$ cat src/rtl/sgdc_pkg.sv
package sgdc_pkg;

   localparam int POS_W        = 16;
   localparam int NODE_INDEX_W = 9;
   localparam int VALUE_W      = 16;
   localparam int CSR_INDEX_W  = 2;
   localparam int CSR_DATA_W   = 32;
   localparam int RADIUS_W     = 32;

   localparam logic [CSR_INDEX_W-1:0] CSR_GRID_ORIGIN    = 2'd0;
   localparam logic [CSR_INDEX_W-1:0] CSR_GRID_STEP      = 2'd1;
   localparam logic [CSR_INDEX_W-1:0] CSR_RADIUS_SQUARED = 2'd2;

   localparam logic KIND_DEPOSIT = 1'b0;
   localparam logic KIND_READ    = 1'b1;

   localparam logic [POS_W-1:0]    ORIGIN_RESET = 16'd4096;
   localparam logic [POS_W-1:0]    STEP_RESET   = 16'd8192;
   localparam logic [RADIUS_W-1:0] RADIUS_RESET = 32'd16777216;

   localparam logic [VALUE_W-1:0] COUNT_MAX = 16'hFFFF;

   typedef struct packed {
      logic clear_en;
      logic walk_start;
      logic walk_step;
      logic read_start;
      logic read_fetch;
      logic load_rsp;
      logic rsp_from_read;
   } cmd_type;

   typedef struct packed {
      logic clear_last;
      logic walk_last;
      logic pipe_busy;
   } status_type;

endpackage

$ cat src/rtl/sgdc_ctrl.sv
module sgdc_ctrl (
   input  logic                clock,
   input  logic                reset,
   input  logic                req_valid,
   input  logic                req_kind,
   output logic                req_stall,
   input  logic                rsp_stall,
   output logic                rsp_valid,
   input  sgdc_pkg::status_type status,
   output sgdc_pkg::cmd_type   cmd
);

   typedef enum logic [2:0] {
      CLEAR,
      IDLE,
      WALK,
      DRAIN,
      READ,
      DELIVER
   } state_type;

   state_type state_ff;
   logic      read_item_ff;
   logic      rsp_valid_ff;
   logic      req_take;

   assign req_stall = (state_ff != IDLE);
   assign req_take  = req_valid && !req_stall;
   assign rsp_valid = rsp_valid_ff;

   always_comb begin
      cmd               = '0;
      cmd.clear_en      = (state_ff == CLEAR);
      cmd.walk_start    = req_take && (req_kind == sgdc_pkg::KIND_DEPOSIT);
      cmd.read_start    = req_take && (req_kind == sgdc_pkg::KIND_READ);
      cmd.walk_step     = (state_ff == WALK);
      cmd.read_fetch    = (state_ff == READ);
      cmd.load_rsp      = (state_ff == DELIVER) && (!rsp_valid_ff || !rsp_stall);
      cmd.rsp_from_read = read_item_ff;
   end

   always_ff @(posedge clock) begin
      if (reset) begin
         state_ff     <= CLEAR;
         read_item_ff <= 1'b0;
         rsp_valid_ff <= 1'b0;
      end else begin
         if (cmd.load_rsp) begin
            rsp_valid_ff <= 1'b1;
         end else if (!rsp_stall) begin
            rsp_valid_ff <= 1'b0;
         end
         case (state_ff)
            CLEAR: begin
               if (status.clear_last) begin
                  state_ff <= IDLE;
               end
            end
            IDLE: begin
               if (req_take) begin
                  read_item_ff <= (req_kind == sgdc_pkg::KIND_READ);
                  state_ff     <= (req_kind == sgdc_pkg::KIND_READ) ? READ : WALK;
               end
            end
            WALK: begin
               if (status.walk_last) begin
                  state_ff <= DRAIN;
               end
            end
            DRAIN: begin
               if (!status.pipe_busy) begin
                  state_ff <= DELIVER;
               end
            end
            READ: begin
               state_ff <= DELIVER;
            end
            DELIVER: begin
               if (cmd.load_rsp) begin
                  state_ff <= IDLE;
               end
            end
            default: begin
               state_ff <= IDLE;
            end
         endcase
      end
   end

   // A request must never enter while node updates are still in flight.
   assert property (@(posedge clock) disable iff (reset)
      req_take |-> !status.pipe_busy)
      else $error("request accepted while the node pipeline is busy");

   // A result may only be loaded when the output register is free.
   assert property (@(posedge clock) disable iff (reset)
      cmd.load_rsp |-> (!rsp_valid_ff || !rsp_stall))
      else $error("result overwrote a pending response");

   // The node walk stops after the last node.
   assert property (@(posedge clock) disable iff (reset)
      (cmd.walk_step && status.walk_last) |=> !cmd.walk_step)
      else $error("node walk continued past the last node");

endmodule

$ cat config.mk
export PLATFORM = sky130hd
export DESIGN_NAME = sgdc_ctrl
export DESIGN_NICKNAME = d
export VERILOG_FILES = /design/src/rtl/sgdc_pkg.sv /design/src/rtl/sgdc_ctrl.sv
export SDC_FILE = /design/constraint.sdc
export NUM_CORES = 1
export LEC_CHECK = 0
export BUFFER_PORTS_ARGS = -buffer_cell sky130_fd_sc_hd__buf_2
export CELL_PAD_IN_SITES_DETAIL_PLACEMENT = 0
export CELL_PAD_IN_SITES_GLOBAL_PLACEMENT = 1
export CORE_AREA = 3 3 40 42
export CTS_CLUSTER_DIAMETER = 150
export DETAILED_ROUTE_END_ITERATION = 10
export DIE_AREA = 0 0 43 45
export PLACE_DENSITY_LB_ADDON = 0.1
export RECOVER_POWER = 50
export SLEW_MARGIN = 10
export SYNTH_ARGS = -nofsm -noshare
export SYNTH_HDL_FRONTEND = slang
export SYNTH_SLANG_ARGS = --single-unit
$ cat constraint.sdc
create_clock -name clock -period 1.4 [get_ports clock]
set_input_delay 0.42 -clock clock [delete_from_list [all_inputs] [get_ports clock]]
set_output_delay 0.42 -clock clock [all_outputs]
set_load 0.005 [all_outputs]
# Word-level counts from Yosys, hierarchy flattened
# Cells that the tools add are included.
totals:
  regBits: 5
  inputBits: 8
op_classes:
  eq_ne: 12
  n_mux: 9
  n_bitwise: 1
  n_reduce_logical: 11
ops:
  columns: ["cell", "n"]
  rows:
  - ["$mux 3", 6]
  - ["$pmux 3 s6", 1]
  - ["$ne 2x2->1 const B", 5]
  - ["$eq 3x2->1 const B", 2]
  - ["$eq 3x3->1 const B", 2]
  - ["$reduce_and 5->1", 1]
  - ["$logic_and 1x1->1", 4]
  - ["$eq 3x1->1 const B", 1]
  - ["$logic_not 1->1", 3]
  - ["$logic_not 3->1", 1]
  - ["$ne 3x1->1 const B", 1]
  - ["$mux 1", 2]
  - ["$ne 2x1->1 const B", 1]
  - ["$reduce_and 2->1", 1]
  - ["$logic_or 1x1->1", 1]
  - ["$not 1->1", 1]

# Longest topological paths before layout
logic_depth:
  ltp_word: 5
  mapped_depth: 5
  depth_no_buf: 4

# Worst setup path before layout
# Ideal clock, no wire load.
synth_timing:
  kind: "reg2out"
  startpoint: "register state_ff[1]"
  endpoint: "output cmd[5] (netlist name)"
  arrival_time_ps: 1050
  t_required_ps: 980
  slack_ps: -70
  path_stages_with_launch: 5
  path_cell_list: "dfxtp_1 > buf_2 > nor2b_1 > and3b_1 > nor2b_1"
synth_rtl:
  columns: ["item", "line", "source"]
  rows:
  - ["start, declared", "sgdc_ctrl.sv:22", "state_type state_ff;"]
  - ["start signal, assigned", "sgdc_ctrl.sv:62", "state_ff <= (req_kind == sgdc_pkg::KIND_READ) ? READ : WALK;"]
  - ["end, declared", "sgdc_ctrl.sv:10", "output sgdc_pkg::cmd_type cmd"]

==> key figures <==
Run status
  • Status: finished with violations
  • Failing checks: setup timing

Worst setup path
  • Critical Path AT: 1130 ps
  • Reg2reg path depth: 7
  • CP cell instances: nor2b_4 -> and3b_1 -> nor2b_1 -> buf_2
  • CP endpoint kind: output port
  • Critical path depth in cells: 4
  • Slowest-stage cell, CP: dfxtp_4
  • CP max FO: 3
  • CP peak stage delay: 350 ps
  • WS Path Type: flop to output port
  • Reg2reg end: state_ff[2]
  • R2r setup slk: 50 ps
  • Crit path max-delay family: simple AND/OR/NAND/NOR gates
  • Critical path startpoint category: flop
  • Reg-to-reg critical path startpoint: state_ff[1]
  • WP data required: 980 ps
  • CP bufs+invs: 1

Place
  • GP Congestion: 0.7029
  • Port buffer count: 16
  • Detailed placement HPWL: 719.9 um
  • Placement Setup Slack: -80.36 ps

Routing
  • Number of DRC markers in iteration 0: 6
  • WL per Instance: 11.72 um
  • Via count: 390
  • Avg Vias per Cell: 4.756
  • DR DRC count: 0
  • Final WL: 961 um
  • Remaining antenna violation count after routing: 0
  • Pre-antenna DRT Iters: 3

Timing
  • Worst slew margin: 81.15%
  • Pins Over Slew Limit: 0
  • Final Hold Fails: 0
  • Final setup viols: 7
  • Final period utilization: 111.0%
  • Clock skew: 2.911 ps
  • Max Clk Rate: 0.6435 GHz
  • Fin crit period: 1554 ps
  • RSZ-0062 raised after global routing: true
  • Final Worst Setup Slack: -154.0 ps
  • Worst Tran Pin Value: 282.3 ps
  • Hold Slack: 417.4 ps
  • Setup TNS: -713.7 ps

Yosys
  • Top-count cell post-synth: dfxtp_1
  • Multiplexer share of the synthesized area: 3.292%
  • Post-Synthesis Net Count: 47
  • Largest family of logic cells by synthesized area: simple AND/OR/NAND/NOR gates
  • Commonest cells in the netlist: dfxtp_1 (5), nor3_1 (4), nand2_1 (3), nor2b_1 (3)
  • Avg Cell Area, Syn: 7.796 um2
  • Synth Area in Compound Gates: 18.93%
  • Synth warn: 0
  • Post-Syn Area: 304.0 um2
  • Async SR Flop Fraction: 0%
  • Post-Synthesis Cells: 39
  • Cell taking the most area after synthesis: dfxtp_1
  • Seq cells post-synth: 5
  • Post-synthesis sequential area ratio: 32.92%
  • Synth area leaders: dfxtp_1 (33%), nor3_1 (6.6%), nor2b_1 (6.2%)
  • Area fraction of the dominant cell type after synthesis: 32.92%
  • Most common flop cell mapped by yosys: dfxtp_1
  • Synth Area in Adders: 0%
  • Post-Synth Simple-Gate Area: 37.86%
  • Post-synth cell types: 23
  • Post-synthesis xor/xnor area fraction: 0%
  • Post-synth EDFFs: 0

Flow run
  • Max_cap viols: 0

Layout
  • Multi-input logic area: 225.2 um2
  • Area Overhead vs Synth: 82.72%
  • Diode count: 0
  • Fraction of layout cells with a size suffix above 1: 59.70%
  • Total Nets Final: 76
  • Layout fillers: 140
  • Register area: 108.9 um2

CTS
  • Sink Count: 5
  • # H-tree levels: 1
  • CTS buffer count: 3
  • Clk root buf: clkbuf_4
  • Clk slew on worst S/H paths: 40 ps
  • Latest clock arrival within the worst-skew pair: 240 ps
  • TritonCTS clock tree: done
  • Maximum root-to-sink buffer count: 2

Global route
  • First-pass GRT wire length: 1497 um
  • Largest net degree at the start of global routing: 7
  • Number of global-route vias before repair: 386
  • Number of antenna violations at the first check in global routing: 0
  • Global route overflow: 0
  • Tot GR Track Use: 10.43%

Floorplanning
  • Starting Density: 23.66%
  • Die ar.: 0.001935 mm2
  • Die Span Y: 45 um
  • Num rows: 13
  • Placeable Area: 0.001285 mm2
  • Die X: 43 um
  • Num ports: 17

Power and ir drop
  • Power per cell area: 859.8 mW/mm2
  • Peak VDD IR: 0.3814 mV
  • Leakage: 0.2607 nW
  • Total power: 0.4776 mW

Worst hold path
  • Worst hold path type: primary input to flop
  • Worst Hold Launch: reset
  • Worst hold path depth: 2
  • Hold Crit Endpoint: state_ff[1]
## placed cells by master, fill, tap and decap left out, types with 2 or more instances in the layout
master    count
buf_2        15
buf_4         8
nand2_1       3
nor3_1        3
clkbuf_4      3
buf_6         3
a21oi_1       2
o21ai_1       2
nor2_1        2
clkbuf_1      2
dfxtp_1       2
dfxtp_4       2
## final cells by class
cell class / count / area share (%)
Timing Repair Buffer: 27 / 31.08
Inverter: 1 / 0.6757
Multi-Input combinational cell: 30 / 40.54
Clock buffer: 4 / 4.730
Sequential cell: 5 / 19.59
Tap cell: 15 / 3.378
## metal layers
layer  track usage [%]  share of wire, %  up-vias
met1             11.86                42      183
met4             7.229                 0        0
met2             17.66                52       12
li1                  -                 -      195
met3             1.992               6.0        0
met5                 0                 0        -
## stage by stage
step,util (%),instance area (um2),instances
finish,43.23,555.5,82
global route,43.23,555.5,82
CTS,40.60,521.8,81
detailed placement,35.25,452.9,75
global placement,35.25,452.9,75
floorplan,-,311.5,39
## worst reg2reg max path, delay by kind of cell, from the launching register on
kind,cells,cell delay (ps)
simple gates,1,130
buf+inv,3,390
compound gates,3,410
flops,1,350
## sequential cells by signal, indices dropped and copies added, names as in the netlist
name / count
read_item_ff: 1
rsp_valid: 1
state_ff: 3
## cell families after synthesis
kind of cell | count (synthesis)
AOI/OAI and AO/OA | 9
muxes | 1
DFF | 5
and+or+nand+nor | 20
buffers and inverters | 4
## where the power goes
group	switching (mW)	leakage, nW	internal, mW
registers	0.00812	0.0426	0.151
clock network	0.0565	0.0150	0.108
logic	0.0663	0.203	0.0877
total	0.131	0.261	0.347
## how the worst max path moves through the flow
stage	endpoint	slack, ps	from
floorplan	cmd[5]	20	state_ff[0]
global placement	state_ff[2]	-50	status[2]
detailed placement	state_ff[2]	-80	status[2]
CTS	cmd[5]	-170	state_ff[1]
global route	cmd[5]	-220	state_ff[1]
finish	cmd[5]	-150	state_ff[1]
## what timing repair did
item / 4_1_cts / 5_1_grt
pin swaps: 2 / 4
hold buffers: 0 / 0
endpoints found under the setup margin: 7 / 9
resized for setup: 9 / 7
buffers inserted: 2 / 1
No activity file was read; power rests on OpenSTA's default activity.
